===== config.mk =====
export PLATFORM = sky130hd
export DESIGN_NAME = kmer_extension_vote_chooser_top
export DESIGN_NICKNAME = d
export VERILOG_FILES = /design/src/kevc_pkg.sv /design/src/kevc_front.sv /design/src/kevc_queue.sv /design/src/kevc_back.sv /design/src/kmer_extension_vote_chooser_top.sv
export SDC_FILE = /design/constraint.sdc
export NUM_CORES = 2
export LEC_CHECK = 0
export BUFFER_PORTS_ARGS = -buffer_cell sky130_fd_sc_hd__buf_2
export CAP_MARGIN = 20
export CORE_AREA = 5 5 366 332
export CTS_BUF_LIST = sky130_fd_sc_hd__clkbuf_16
export CTS_CLUSTER_DIAMETER = 30
export DETAILED_ROUTE_END_ITERATION = 10
export DIE_AREA = 0 0 371 337
export PLACE_DENSITY = 0.59
export SLEW_MARGIN = 20
export SYNTH_ARGS = -nofsm -noshare
export SYNTH_HDL_FRONTEND = slang
export SYNTH_SLANG_ARGS = --single-unit

===== constraint.sdc =====
create_clock -name aclk -period 23.4 [get_ports aclk]
set_clock_uncertainty 0.2 [all_clocks]
set_input_delay 4.68 -clock aclk [delete_from_list [all_inputs] [get_ports aclk]]
set_output_delay 4.68 -clock aclk [all_outputs]
set_load 0.02 [all_outputs]

===== src/kevc_pkg.sv =====
// shared types, constants and helpers for the k-mer extension vote chooser
`timescale 1ns / 1ps
`default_nettype none

package kevc_pkg;

    // fixed field widths
    localparam int DEPTH_W    = 16;
    localparam int FRAC_W     = 16;
    localparam int RATING_W   = 3;
    localparam int CODE_W     = 3;
    localparam int THRESH_W   = 3;
    localparam int OUT_DATA_W = 16;
    localparam int CFG_ADDR_W = 2;
    localparam int CFG_DATA_W = 16;
    localparam int NUM_BASES  = 4;
    localparam int NUM_PAIRS  = 6;
    localparam int QUEUE_DEPTH = 2;

    // parameter defaults
    localparam int COUNT_WIDTH_DEF   = 16;
    localparam int FRACTION_BITS_DEF = 12;

    // register reset values
    localparam logic [FRAC_W-1:0]   VIABLE_FRACTION_RST   = 16'd819;
    localparam logic [FRAC_W-1:0]   EXPECTED_FRACTION_RST = 16'd1229;
    localparam logic [THRESH_W-1:0] RATING_THRESHOLD_RST  = 3'd2;

    // register indexes
    localparam logic [CFG_ADDR_W-1:0] CFG_VIABLE_FRACTION   = 2'd0;
    localparam logic [CFG_ADDR_W-1:0] CFG_EXPECTED_FRACTION = 2'd1;
    localparam logic [CFG_ADDR_W-1:0] CFG_RATING_THRESHOLD  = 2'd2;

    localparam int DEPTH_FLOOR = 2;

    // ratings
    localparam logic [RATING_W-1:0] RATING_NONE      = 3'd0;
    localparam logic [RATING_W-1:0] RATING_SINGLE    = 3'd1;
    localparam logic [RATING_W-1:0] RATING_LOW       = 3'd2;
    localparam logic [RATING_W-1:0] RATING_LOW_TOP   = 3'd3;
    localparam logic [RATING_W-1:0] RATING_FAIR      = 3'd4;
    localparam logic [RATING_W-1:0] RATING_HIQ_LOW   = 3'd5;
    localparam logic [RATING_W-1:0] RATING_HIQ_FAIR  = 3'd6;
    localparam logic [RATING_W-1:0] RATING_MAX       = 3'd7;
    localparam logic [RATING_W-1:0] RATING_CAP_SIX   = 3'd4;

    // extension codes
    localparam logic [CODE_W-1:0] CODE_FORK = 3'd4;
    localparam logic [CODE_W-1:0] CODE_NONE = 3'd5;

    // ratings plus pairwise order flags; flag set means the later base ranks above
    typedef struct packed {
        logic [NUM_PAIRS-1:0]                beats;
        logic [NUM_BASES-1:0][RATING_W-1:0]  rating;
    } kevc_class_t;

    // pair flag for bases i < j
    function automatic logic beat_of(input logic [NUM_PAIRS-1:0] beats,
                                     input logic [1:0] i, input logic [1:0] j);
        logic r;
        r = 1'b0;
        unique case ({i, j})
            4'b0001: r = beats[0];
            4'b0010: r = beats[1];
            4'b0011: r = beats[2];
            4'b0110: r = beats[3];
            4'b0111: r = beats[4];
            4'b1011: r = beats[5];
            default: r = 1'b0;
        endcase
        return r;
    endfunction

endpackage

`default_nettype wire


===== src/kevc_front.sv =====
// front pipeline: thresholds, base ratings and pairwise ranking flags
`timescale 1ns / 1ps
`default_nettype none

module kevc_front #(
    parameter int COUNT_WIDTH   = kevc_pkg::COUNT_WIDTH_DEF,
    parameter int FRACTION_BITS = kevc_pkg::FRACTION_BITS_DEF
) (
    input  wire logic                                   aclk,
    input  wire logic                                   aresetn,
    input  wire logic                                   s_tvalid,
    output logic                                        s_tready,
    input  wire logic [8*COUNT_WIDTH+kevc_pkg::DEPTH_W-1:0] s_tdata,
    input  wire logic [kevc_pkg::FRAC_W-1:0]            viable_fraction,
    input  wire logic [kevc_pkg::FRAC_W-1:0]            expected_fraction,
    output logic                                        q_valid,
    input  wire logic                                   q_ready,
    output kevc_pkg::kevc_class_t                       q_class,
    output logic [kevc_pkg::NUM_BASES-1:0][COUNT_WIDTH-1:0] q_all
);

    localparam int NB = kevc_pkg::NUM_BASES;
    localparam int PW = kevc_pkg::FRAC_W + kevc_pkg::DEPTH_W;
    localparam int SW = (COUNT_WIDTH + FRACTION_BITS > PW) ? COUNT_WIDTH + FRACTION_BITS : PW;
    localparam logic [PW-1:0] FLOOR = PW'(kevc_pkg::DEPTH_FLOOR) << FRACTION_BITS;

    logic [NB-1:0][COUNT_WIDTH-1:0] in_hi, in_all;
    logic [kevc_pkg::DEPTH_W-1:0]   in_depth;

    logic                           s1_valid_reg, s2_valid_reg, s3_valid_reg;
    logic                           s1_ready, s2_ready, s3_ready;
    logic [NB-1:0][COUNT_WIDTH-1:0] s1_hi_reg, s1_all_reg, s2_hi_reg, s2_all_reg, s3_all_reg;
    logic [PW-1:0]                  s1_tv_reg, s1_te_reg;
    logic [NB-1:0][kevc_pkg::RATING_W-1:0] s2_rating_reg, rating_next;
    logic [kevc_pkg::NUM_PAIRS-1:0] beats_next;
    kevc_pkg::kevc_class_t          s3_class_reg;

    always_comb begin
        for (int i = 0; i < NB; i++) begin
            in_hi[i]  = s_tdata[i*COUNT_WIDTH +: COUNT_WIDTH];
            in_all[i] = s_tdata[(i+NB)*COUNT_WIDTH +: COUNT_WIDTH];
        end
        in_depth = s_tdata[2*NB*COUNT_WIDTH +: kevc_pkg::DEPTH_W];
    end

    assign s3_ready = !s3_valid_reg || q_ready;
    assign s2_ready = !s2_valid_reg || s3_ready;
    assign s1_ready = !s1_valid_reg || s2_ready;
    assign s_tready = s1_ready;

    // stage 1: threshold products
    always_ff @(posedge aclk) begin
        if (!aresetn) begin
            s1_valid_reg <= 1'b0;
        end else if (s1_ready) begin
            s1_valid_reg <= s_tvalid;
        end
        if (s1_ready && s_tvalid) begin
            s1_hi_reg  <= in_hi;
            s1_all_reg <= in_all;
            s1_tv_reg  <= PW'(viable_fraction) * PW'(in_depth);
            s1_te_reg  <= PW'(expected_fraction) * PW'(in_depth);
        end
    end

    // stage 2: ratings
    always_comb begin
        logic [SW-1:0] tv, te, ns, hs;
        tv = SW'((s1_tv_reg > FLOOR) ? s1_tv_reg : FLOOR);
        te = SW'((s1_te_reg > FLOOR) ? s1_te_reg : FLOOR);
        for (int i = 0; i < NB; i++) begin
            ns = SW'(s1_all_reg[i]) << FRACTION_BITS;
            hs = SW'(s1_hi_reg[i]) << FRACTION_BITS;
            if (s1_all_reg[i] == '0) begin
                rating_next[i] = kevc_pkg::RATING_NONE;
            end else if (s1_all_reg[i] == COUNT_WIDTH'(1)) begin
                rating_next[i] = kevc_pkg::RATING_SINGLE;
            end else if (ns < tv) begin
                rating_next[i] = kevc_pkg::RATING_LOW;
            end else if (ns < te) begin
                rating_next[i] = (hs < tv) ? kevc_pkg::RATING_LOW_TOP : kevc_pkg::RATING_FAIR;
            end else if (hs < tv) begin
                rating_next[i] = kevc_pkg::RATING_HIQ_LOW;
            end else if (tv < hs && hs < te) begin
                rating_next[i] = kevc_pkg::RATING_HIQ_FAIR;
            end else begin
                rating_next[i] = kevc_pkg::RATING_MAX;
            end
        end
    end

    always_ff @(posedge aclk) begin
        if (!aresetn) begin
            s2_valid_reg <= 1'b0;
        end else if (s2_ready) begin
            s2_valid_reg <= s1_valid_reg;
        end
        if (s2_ready && s1_valid_reg) begin
            s2_hi_reg     <= s1_hi_reg;
            s2_all_reg    <= s1_all_reg;
            s2_rating_reg <= rating_next;
        end
    end

    // stage 3: pairwise ranking, later base above earlier only on strict win
    always_comb begin
        int p;
        p = 0;
        beats_next = '0;
        for (int i = 0; i < NB; i++) begin
            for (int j = i + 1; j < NB; j++) begin
                beats_next[p] = (s2_rating_reg[j] > s2_rating_reg[i]) ||
                                (s2_rating_reg[j] == s2_rating_reg[i] &&
                                 (s2_hi_reg[j] > s2_hi_reg[i] ||
                                  (s2_hi_reg[j] == s2_hi_reg[i] &&
                                   s2_all_reg[j] > s2_all_reg[i])));
                p = p + 1;
            end
        end
    end

    always_ff @(posedge aclk) begin
        if (!aresetn) begin
            s3_valid_reg <= 1'b0;
        end else if (s3_ready) begin
            s3_valid_reg <= s2_valid_reg;
        end
        if (s3_ready && s2_valid_reg) begin
            s3_all_reg          <= s2_all_reg;
            s3_class_reg.rating <= s2_rating_reg;
            s3_class_reg.beats  <= beats_next;
        end
    end

    assign q_valid = s3_valid_reg;
    assign q_class = s3_class_reg;
    assign q_all   = s3_all_reg;

endmodule

`default_nettype wire


===== src/kevc_queue.sv =====
// small first-in first-out queue between front and back
`timescale 1ns / 1ps
`default_nettype none

module kevc_queue #(
    parameter int WIDTH = 8,
    parameter int DEPTH = kevc_pkg::QUEUE_DEPTH
) (
    input  wire logic             aclk,
    input  wire logic             aresetn,
    input  wire logic             in_valid,
    output logic                  in_ready,
    input  wire logic [WIDTH-1:0] in_data,
    output logic                  out_valid,
    input  wire logic             out_ready,
    output logic [WIDTH-1:0]      out_data
);

    localparam int AW = (DEPTH > 1) ? $clog2(DEPTH) : 1;
    localparam int CW = $clog2(DEPTH + 1);

    logic [WIDTH-1:0] mem [DEPTH];
    logic [AW-1:0]    wr_ptr_reg, rd_ptr_reg;
    logic [CW-1:0]    count_reg, count_next;
    logic             push, pop;

    assign in_ready  = (count_reg != CW'(DEPTH));
    assign out_valid = (count_reg != '0);
    assign push      = in_valid && in_ready;
    assign pop       = out_valid && out_ready;
    assign out_data  = mem[rd_ptr_reg];

    always_comb begin
        count_next = count_reg;
        if (push && !pop) begin
            count_next = count_reg + CW'(1);
        end else if (pop && !push) begin
            count_next = count_reg - CW'(1);
        end
    end

    always_ff @(posedge aclk) begin
        if (!aresetn) begin
            wr_ptr_reg <= '0;
            rd_ptr_reg <= '0;
            count_reg  <= '0;
        end else begin
            count_reg <= count_next;
            if (push) begin
                wr_ptr_reg <= (wr_ptr_reg == AW'(DEPTH - 1)) ? '0 : wr_ptr_reg + AW'(1);
            end
            if (pop) begin
                rd_ptr_reg <= (rd_ptr_reg == AW'(DEPTH - 1)) ? '0 : rd_ptr_reg + AW'(1);
            end
        end
    end

    always_ff @(posedge aclk) begin
        if (push) begin
            mem[wr_ptr_reg] <= in_data;
        end
    end

endmodule

`default_nettype wire


===== src/kevc_back.sv =====
// back end: order bases, choose the extension and hold the result beat
`timescale 1ns / 1ps
`default_nettype none

module kevc_back #(
    parameter int COUNT_WIDTH = kevc_pkg::COUNT_WIDTH_DEF
) (
    input  wire logic                                        aclk,
    input  wire logic                                        aresetn,
    input  wire logic [kevc_pkg::THRESH_W-1:0]               rating_threshold,
    input  wire logic                                        q_valid,
    output logic                                             q_ready,
    input  wire kevc_pkg::kevc_class_t                       q_class,
    input  wire logic [kevc_pkg::NUM_BASES-1:0][COUNT_WIDTH-1:0] q_all,
    output logic                                             m_tvalid,
    input  wire logic                                        m_tready,
    output logic [kevc_pkg::OUT_DATA_W-1:0]                  m_tdata
);

    localparam int NB = kevc_pkg::NUM_BASES;

    logic [NB-1:0][1:0]                 pos;
    logic [1:0]                         sel0, sel1, sel2;
    logic [kevc_pkg::RATING_W-1:0]      r0, r1, r2;
    logic [COUNT_WIDTH-1:0]             a0, a1;
    logic [kevc_pkg::CODE_W-1:0]        code_next;
    logic                               m_valid_reg;
    logic [kevc_pkg::OUT_DATA_W-1:0]    m_data_reg, m_data_next;

    // rank of each base is the count of bases placed ahead of it
    always_comb begin
        logic ahead;
        for (int k = 0; k < NB; k++) begin
            pos[k] = 2'd0;
            for (int m = 0; m < NB; m++) begin
                if (m < k) begin
                    ahead = !kevc_pkg::beat_of(q_class.beats, 2'(m), 2'(k));
                end else if (m > k) begin
                    ahead = kevc_pkg::beat_of(q_class.beats, 2'(k), 2'(m));
                end else begin
                    ahead = 1'b0;
                end
                pos[k] = pos[k] + 2'(ahead);
            end
        end
    end

    always_comb begin
        sel0 = 2'd0;
        sel1 = 2'd0;
        sel2 = 2'd0;
        for (int k = 0; k < NB; k++) begin
            case (pos[k])
                2'd0:    sel0 = 2'(k);
                2'd1:    sel1 = 2'(k);
                2'd2:    sel2 = 2'(k);
                default: ;
            endcase
        end
    end

    assign r0 = q_class.rating[sel0];
    assign r1 = q_class.rating[sel1];
    assign r2 = q_class.rating[sel2];
    assign a0 = q_all[sel0];
    assign a1 = q_all[sel1];

    always_comb begin
        code_next = kevc_pkg::CODE_NONE;
        if (r0 > rating_threshold) begin
            if (r0 <= kevc_pkg::RATING_LOW_TOP) begin
                if (r1 == kevc_pkg::RATING_NONE) code_next = 3'(sel0);
            end else if (r0 < kevc_pkg::RATING_HIQ_FAIR) begin
                if (r1 < kevc_pkg::RATING_LOW_TOP) code_next = 3'(sel0);
            end else if (r0 == kevc_pkg::RATING_HIQ_FAIR) begin
                if (r1 < kevc_pkg::RATING_CAP_SIX) code_next = 3'(sel0);
            end else if (r1 < kevc_pkg::RATING_MAX) begin
                code_next = 3'(sel0);
            end else if (r2 == kevc_pkg::RATING_MAX || a0 == a1) begin
                code_next = kevc_pkg::CODE_FORK;
            end else if (a0 > a1) begin
                code_next = 3'(sel0);
            end else begin
                code_next = 3'(sel1);
            end
        end
        m_data_next = kevc_pkg::OUT_DATA_W'({r1, r0, code_next});
    end

    assign q_ready = !m_valid_reg || m_tready;

    always_ff @(posedge aclk) begin
        if (!aresetn) begin
            m_valid_reg <= 1'b0;
        end else if (q_ready) begin
            m_valid_reg <= q_valid;
        end
        if (q_ready && q_valid) begin
            m_data_reg <= m_data_next;
        end
    end

    assign m_tvalid = m_valid_reg;
    assign m_tdata  = m_data_reg;

endmodule

`default_nettype wire


===== src/kmer_extension_vote_chooser_top.sv =====
// top level: configuration registers, front pipeline, queue and back end
// path: front stage 1, 2 and 3 registers, queue, back end result register
// throughput: one beat per cycle while m_tready holds high, set by the three-stage
// front pipeline and the back end; the two-entry queue lets either side stall alone
// reset clears all valid flags and the queue, and loads the configuration
// registers with their defaults
`timescale 1ns / 1ps
`default_nettype none

module kmer_extension_vote_chooser_top #(
    parameter int COUNT_WIDTH   = kevc_pkg::COUNT_WIDTH_DEF,
    parameter int FRACTION_BITS = kevc_pkg::FRACTION_BITS_DEF
) (
    input  wire logic                                       aclk,
    input  wire logic                                       aresetn,
    input  wire logic                                       s_tvalid,
    output logic                                            s_tready,
    // hi_count_a, hi_count_c, hi_count_g, hi_count_t,
    // all_count_a, all_count_c, all_count_g, all_count_t, contig_depth
    input  wire logic [8*COUNT_WIDTH+kevc_pkg::DEPTH_W-1:0] s_tdata,
    output logic                                            m_tvalid,
    input  wire logic                                       m_tready,
    // extension_code, lead base rating, second base rating, zero fill
    output logic [kevc_pkg::OUT_DATA_W-1:0]                 m_tdata,
    input  wire logic                                       cfg_wr_en,
    input  wire logic [kevc_pkg::CFG_ADDR_W-1:0]            cfg_wr_addr,
    input  wire logic [kevc_pkg::CFG_DATA_W-1:0]            cfg_wr_data
);

    localparam int NB = kevc_pkg::NUM_BASES;
    localparam int QW = $bits(kevc_pkg::kevc_class_t) + NB * COUNT_WIDTH;

    logic [kevc_pkg::FRAC_W-1:0]   viable_fraction_reg, expected_fraction_reg;
    logic [kevc_pkg::THRESH_W-1:0] rating_threshold_reg;

    logic                              fq_valid, fq_ready, bq_valid, bq_ready;
    kevc_pkg::kevc_class_t             fq_class, bq_class;
    logic [NB-1:0][COUNT_WIDTH-1:0]    fq_all, bq_all;
    logic [QW-1:0]                     bq_data;

    always_ff @(posedge aclk) begin
        if (!aresetn) begin
            viable_fraction_reg   <= kevc_pkg::VIABLE_FRACTION_RST;
            expected_fraction_reg <= kevc_pkg::EXPECTED_FRACTION_RST;
            rating_threshold_reg  <= kevc_pkg::RATING_THRESHOLD_RST;
        end else if (cfg_wr_en) begin
            unique case (cfg_wr_addr)
                kevc_pkg::CFG_VIABLE_FRACTION:   viable_fraction_reg   <= cfg_wr_data;
                kevc_pkg::CFG_EXPECTED_FRACTION: expected_fraction_reg <= cfg_wr_data;
                kevc_pkg::CFG_RATING_THRESHOLD:
                    rating_threshold_reg <= cfg_wr_data[kevc_pkg::THRESH_W-1:0];
                default: ;
            endcase
        end
    end

    kevc_front #(
        .COUNT_WIDTH   (COUNT_WIDTH),
        .FRACTION_BITS (FRACTION_BITS)
    ) u_front (
        .aclk              (aclk),
        .aresetn           (aresetn),
        .s_tvalid          (s_tvalid),
        .s_tready          (s_tready),
        .s_tdata           (s_tdata),
        .viable_fraction   (viable_fraction_reg),
        .expected_fraction (expected_fraction_reg),
        .q_valid           (fq_valid),
        .q_ready           (fq_ready),
        .q_class           (fq_class),
        .q_all             (fq_all)
    );

    kevc_queue #(
        .WIDTH (QW),
        .DEPTH (kevc_pkg::QUEUE_DEPTH)
    ) u_queue (
        .aclk      (aclk),
        .aresetn   (aresetn),
        .in_valid  (fq_valid),
        .in_ready  (fq_ready),
        .in_data   ({fq_all, fq_class}),
        .out_valid (bq_valid),
        .out_ready (bq_ready),
        .out_data  (bq_data)
    );

    assign bq_class = bq_data[$bits(kevc_pkg::kevc_class_t)-1:0];
    assign bq_all   = bq_data[QW-1:$bits(kevc_pkg::kevc_class_t)];

    kevc_back #(
        .COUNT_WIDTH (COUNT_WIDTH)
    ) u_back (
        .aclk             (aclk),
        .aresetn          (aresetn),
        .rating_threshold (rating_threshold_reg),
        .q_valid          (bq_valid),
        .q_ready          (bq_ready),
        .q_class          (bq_class),
        .q_all            (bq_all),
        .m_tvalid         (m_tvalid),
        .m_tready         (m_tready),
        .m_tdata          (m_tdata)
    );

endmodule

`default_nettype wire


======== After elaboration in Yosys (flattened, before gate mapping) ========
Memory sizes are Yosys's and may differ from the RTL's. A register that Yosys moved wholly into a read port is not among the register bits.
Cells that the tools add are included.
cells by class
  add/sub/neg operators ................... 10
  multipliers ............................. 2
  order comparisons ....................... 50
  equality and inequality tests ........... 28
  muxes and demuxes ....................... 62
  reduce and logical (&&, ||, !) cells .... 74
operators by type and width
  operator                number
  $lt A28 B32 Y1          16
  $gt A16 B16 Y1          13
  $lt A32 B28 Y1          4
  $eq A16 B16 Y1          7
  $mux W3                 23
  $bmux W16 S2            2
  $eq A16 B1 Y1 const B   4
  $gt A32 B14 Y1 const B  2
  $logic_not A16 Y1       4
  $mul A16 B16 Y32        2
  $mux W32                2
  $mux W16                2
  $mux W2                 13
  $logic_and A1 B1 Y1     23
  $gt A3 B3 Y1            7
  $bmux W3 S2             3
  $eq A3 B3 Y1            6
  $logic_or A1 B1 Y1      17
  $mux W1                 17
  $logic_not A1 Y1        12
  $reduce_or A3 Y1        4
  $lt A2 B3 Y1 const B    3
  $lt A3 B3 Y1 const B    3
  $eq A2 B1 Y1 const B    4
  other kinds (15)        33
word-level totals
  register bits ........................... 466
  bits in writable memories ............... 164
  input port bits ......................... 167
  memories ................................ 1
memories
  memory       words  width  rd ports  clocked after Yosys merged registers in  write ports  line              source
  u_queue.mem  2      82     1         1                                        1            kevc_queue.sv:22  logic [WIDTH-1:0] mem [DEPTH];

======== Logic depth before layout (Yosys ltp) ========
  word-level depth ........................ 16
  depth in mapped cells ................... 25

======== By module ========
From an unflattened synthesis, not the netlist that was laid out.
second synthesis, totals
  cells, all modules ...................... 4607
  area total of the unflattened synthesis .. 50604.8 µm²
modules (own cells, without submodules)
  module                           times used  cells each  area an instance (µm²)
  kevc_front                       1           3834        40667.8
  kevc_queue                       1           279         6155.9
  kevc_back                        1           345         2323.5
  kmer_extension_vote_chooser_top  1           149         1457.6

======== Worst setup path before layout ========
Ideal clock, no wire load.
  kind .................................... input to register
  from .................................... input port s_tdata[134] (netlist name)
  to ...................................... register u_front.s1_te_reg[27], data pin
  library setup time ...................... 0.258 ns
  arrival time ............................ 9.950 ns
  required time ........................... 22.942 ns
  slack ................................... 12.992 ns
  stages .................................. 20
  buffers on the path ..................... 1
  cells stage by stage .................... clkbuf_1 and2_1 fa_1 inv_1 fa_1 fa_1 fa_1 inv_1 fa_1 inv_1 fa_1 inv_1 ha_1 and3_1 a31oi_1 o21ai_1 nor4b_1 or3_1 a31oi_1 xnor2_1
on the way
  word-level cells in the longest chain between the ends .. 1
ends and longest elaborated chain
  element               line                                   source
  start, declared       kmer_extension_vote_chooser_top.sv:20  input wire logic [8*COUNT_WIDTH+kevc_pkg::DEPTH_W-1:0] s_tdata,
  $mul A16 B16 Y32      kevc_front.sv:62                       s1_te_reg <= PW'(expected_fraction) * PW'(in_depth);
  end signal, assigned  kevc_front.sv:62
  end, declared         kevc_front.sv:33                       logic [PW-1:0] s1_tv_reg, s1_te_reg;
No other way between the ends.
A chain may end at the register's enable or synchronous reset.

======== Final worst setup path ========
  from .................................... input port s_tdata[131] (netlist name)
  to ...................................... register u_front.s1_te_reg[29], data pin
The elaborated chain is that of the path after synthesis.

==> qor.csv <==
stage;metric;value;unit
run_status;status;complete, no violations;
worst_setup_path;r2r_cells;20;
global_routing;grt_pass1_vias;35400;
clock_tree;cts_tree;built;
layout;regMostFlops;u_queue.mem;
worst_setup_path;required;23650;ps
detailed_routing;drt-wirelength-per-cell;22.2;um
synthesis;synthTopCellsByCount;ha_1 (698), inv_1 (618), edfxtp_1 (587), nand2_1 (454), fa_1 (391);
detailed_routing;vias;34900;
global_routing;grt_pass1_wl;216000;um
global_routing;grt_max_degree;77;
layout;layout-drive-gt1-share;10.2;%
layout;num_antenna_cells;0;
clock_tree;cts_hold_buf;0;
floorplan;row_count;120;
layout;largest_reg_flops;164;
worst_setup_path;reg2reg_from;expected_fraction_reg[7];
timing;finalHoldViolCount;0;
synthesis;syn_area;0.0501;mm2
clock_tree;cts_root_buf;clkbuf_16;
worst_setup_path;cpLargestDelayFamily;adder cells;
synthesis;yosys.area.top_type_share;35.2;%
worst_setup_path;crit_path_max_incr_delay;590;ps
pwr;ir_worst_vdd;0.0770;mV
global_routing;antenna_found_initial;4;
worst_setup_path;r2r_setup_slack;16510;ps
min_path;hold_start;u_front.q_all[25];
synthesis;syn_area_per_cell;11.1;um2
global_routing;grtUsageTotal;23.0;%
synthesis;syn_inst;4500;
timing;tightest_slew;1050;ps
clock_tree;cts_resized;0;
synthesis;synth_area_leaders;edfxtp_1 (35%), ha_1 (17%), fa_1 (16%);
timing;relSlewSlack;29.7;%
synthesis;yosysWarnings;0;
worst_setup_path;critical-path-top-cell-by-count;fa_1;
timing;setup_viol;0;
timing;tns;0;ps
synthesis;yosysMostFrequentCell;ha_1;
detailed_routing;ant_nets;0;
clock_tree;htree_levels;4;
job;cap_violations;0;
worst_setup_path;rr_endpoint;u_front.s1_te_reg[29];
floorplan;die_area;0.125;mm2
global_routing;overflow;0;
placement;gp_congestion;0.914;
worst_setup_path;crit_path_cell_trace;buf_2 -> nand2_1 -> fa_1 -> fa_1 -> fa_1 -> inv_1 -> fa_1 -> fa_1 -> inv_1 -> fa_1 -> inv_1 -> ha_1 -> a21oi_1 -> o21ai_0 -> a31oi_1 -> o21ai_1 -> nor4b_1 -> o31ai_1 -> a211oi_1 -> xor2_1;
detailed_routing;first_pass_iters;5;
placement;dp_hpwl;110000;um
floorplan;initial_core_util;42.6;%
min_path;holdPathEnd;u_queue.mem[0][43];
floorplan;io_pins;185;
synthesis;synth_edf_count;587;
pwr;power;6.54;mW
timing;grt_setup_unrepaired;no;
timing;fmax;94.8;MHz
clock_tree;clkLatencyLatePin;740;ps
synthesis;seq_area_frac_synth;36.9;%
timing;period_needed;10550;ps
synthesis;synth_cell_types;87;
worst_setup_path;critPathKind;input port to flip-flop;
floorplan;core_area;0.118;mm2
clock_tree;cts_buffer_depth;3;
worst_setup_path;worst_path_max_delay_cell;fa_1;
pwr;power.leakage;25.6;nW
layout;area_growth;14.7;%
clock_tree;cts_made_buffers;138;
synthesis;synth_ff_type;edfxtp_1;
synthesis;async_flop_share;0;%
timing;post-route-period-util;45.1;%
clock_tree;postCtsSetupBuffers;0;
min_path;hold_class;flip-flop to flip-flop;
layout;multi_input_area;0.0288;mm2
synthesis;ys_ff_latch;631;
worst_setup_path;worstPathArrival;10800;ps
detailed_routing;viasPerCell;5.42;
layout;fill_cells;10700;
floorplan;die_y;337;um
detailed_routing;routed_wl;143000;um
detailed_routing;drc;0;
worst_setup_path;crit_path_end_kind;flip-flop;
pwr;power.density;114;mW/mm2
worst_setup_path;crit_buf_inv;4;
placement;portBuffers;177;
clock_tree;cts_sinks;631;
timing;slew_violations;0;
layout;final-seq-area;0.0185;mm2
worst_setup_path;path_max_fanout;32;
detailed_routing;drtIter0Drc;2446;
worst_setup_path;start_kind;input port;
layout;nets;5985;
floorplan;die_w;371;um
synthesis;synth_top_cell_by_area;edfxtp_1;
clock_tree;clkTransAtPathRegs;50;ps
min_path;holdPathStages;0;
-- layer usage --
metal | global-route usage [%] | share of wire, %
met1 | 31.3 | 44
met2 | 36.3 | 45
met3 | 5.06 | 7.2
met4 | 8.75 | 3.7
met5 | 0 | 0
-- worst register-to-register path: cells and delay by family, from the launching register on --
family	cells	cell delay [ps]
AO/OA/AOI/OAI	6	1420
XOR/XNOR	1	160
adder cells (fa/ha/maj)	7	3210
buffers and inverters	4	230
flip-flops	1	930
AND/OR/NAND/NOR	2	460
-- where the power goes --
group / internal (mW) / total [mW] / switching [mW]
Combinational: 1.27 / 3.13 / 1.86
Sequential: 1.44 / 1.53 / 0.0882
Clock: 1.22 / 1.89 / 0.663
-- metrics by stage --
step / hold slack [ps] / instances / instance area (um2) / worst slack [ps] / util, %
after floorplan: 221 / 4506 / 50100 / 12990 / -
after CTS: 224 / 6430 / 57500 / 12910 / 48.8
after global routing: 233 / 6430 / 57500 / 12490 / 48.8
after detailed placement: 229 / 6175 / 52800 / 12150 / 44.8
final: 226 / 6430 / 57500 / 12850 / 48.8
after global placement: 222 / 6175 / 52800 / 12250 / 44.8
-- cells in the final DEF (no fill, tap or decap), types with 18 or more instances in the layout --
cell type / synthesis / layout
a211oi_1: 35 / 35
a21o_1: 106 / 106
a21oi_1: 183 / 183
a31oi_1: 18 / 18
and2_1: 256 / 255
buf_2: 9 / 177
buf_4: 8 / 39
clkbuf_16: 0 / 141
dfxtp_1: 44 / 43
edfxtp_1: 587 / 587
fa_1: 391 / 391
ha_1: 698 / 698
inv_1: 618 / 642
inv_6: 0 / 18
mux2i_1: 60 / 60
nand2_1: 454 / 454
nand2b_1: 28 / 28
nand3_1: 62 / 62
nand4_1: 78 / 78
nor2_1: 122 / 121
nor2b_1: 44 / 43
nor3_1: 36 / 36
nor4_1: 34 / 34
o211ai_1: 31 / 31
o21a_1: 47 / 47
o21ai_0: 102 / 102
o21ai_1: 21 / 21
xnor2_1: 38 / 38
xor2_1: 23 / 23
-- cells by family (layout without fill, tap and decap cells) --
family	count (synthesis)	after routing	synth area share, %
simple gates	1183	1183	11.9
fa+ha+maj	1089	1089	33.0
buf+inv	751	1089	5.74
compound gates	692	692	9.10
flops	631	631	36.9
mux	92	92	2.25
xor+xnor	61	61	1.07
other cells	1	7	0.00748
-- layout make-up --
cell class / count / share of cell area, %
multi-input cells: 3124 / 50.1
flip-flops and latches: 631 / 32.2
clock buffers: 141 / 6.14
inverters: 618 / 4.04
well taps: 1586 / 3.45
repair buffers: 216 / 2.05
clock inverters: 114 / 1.99
-- worst max-delay path by stage --
stage,start,to,slack [ps],cells past startpoint
finish,s_tdata[131],u_front.s1_te_reg[29],12850,20
global route,s_tdata[131],u_front.s1_te_reg[29],12490,20
CTS,s_tdata[131],u_front.s1_te_reg[29],12910,20
detailed placement,s_tdata[131],u_front.s1_te_reg[29],12150,20
global placement,s_tdata[131],u_front.s1_te_reg[29],12250,19
floorplan,s_tdata[134],u_front.s1_te_reg[27],12990,20
Note: power is estimated with default switching activity, not from simulation.
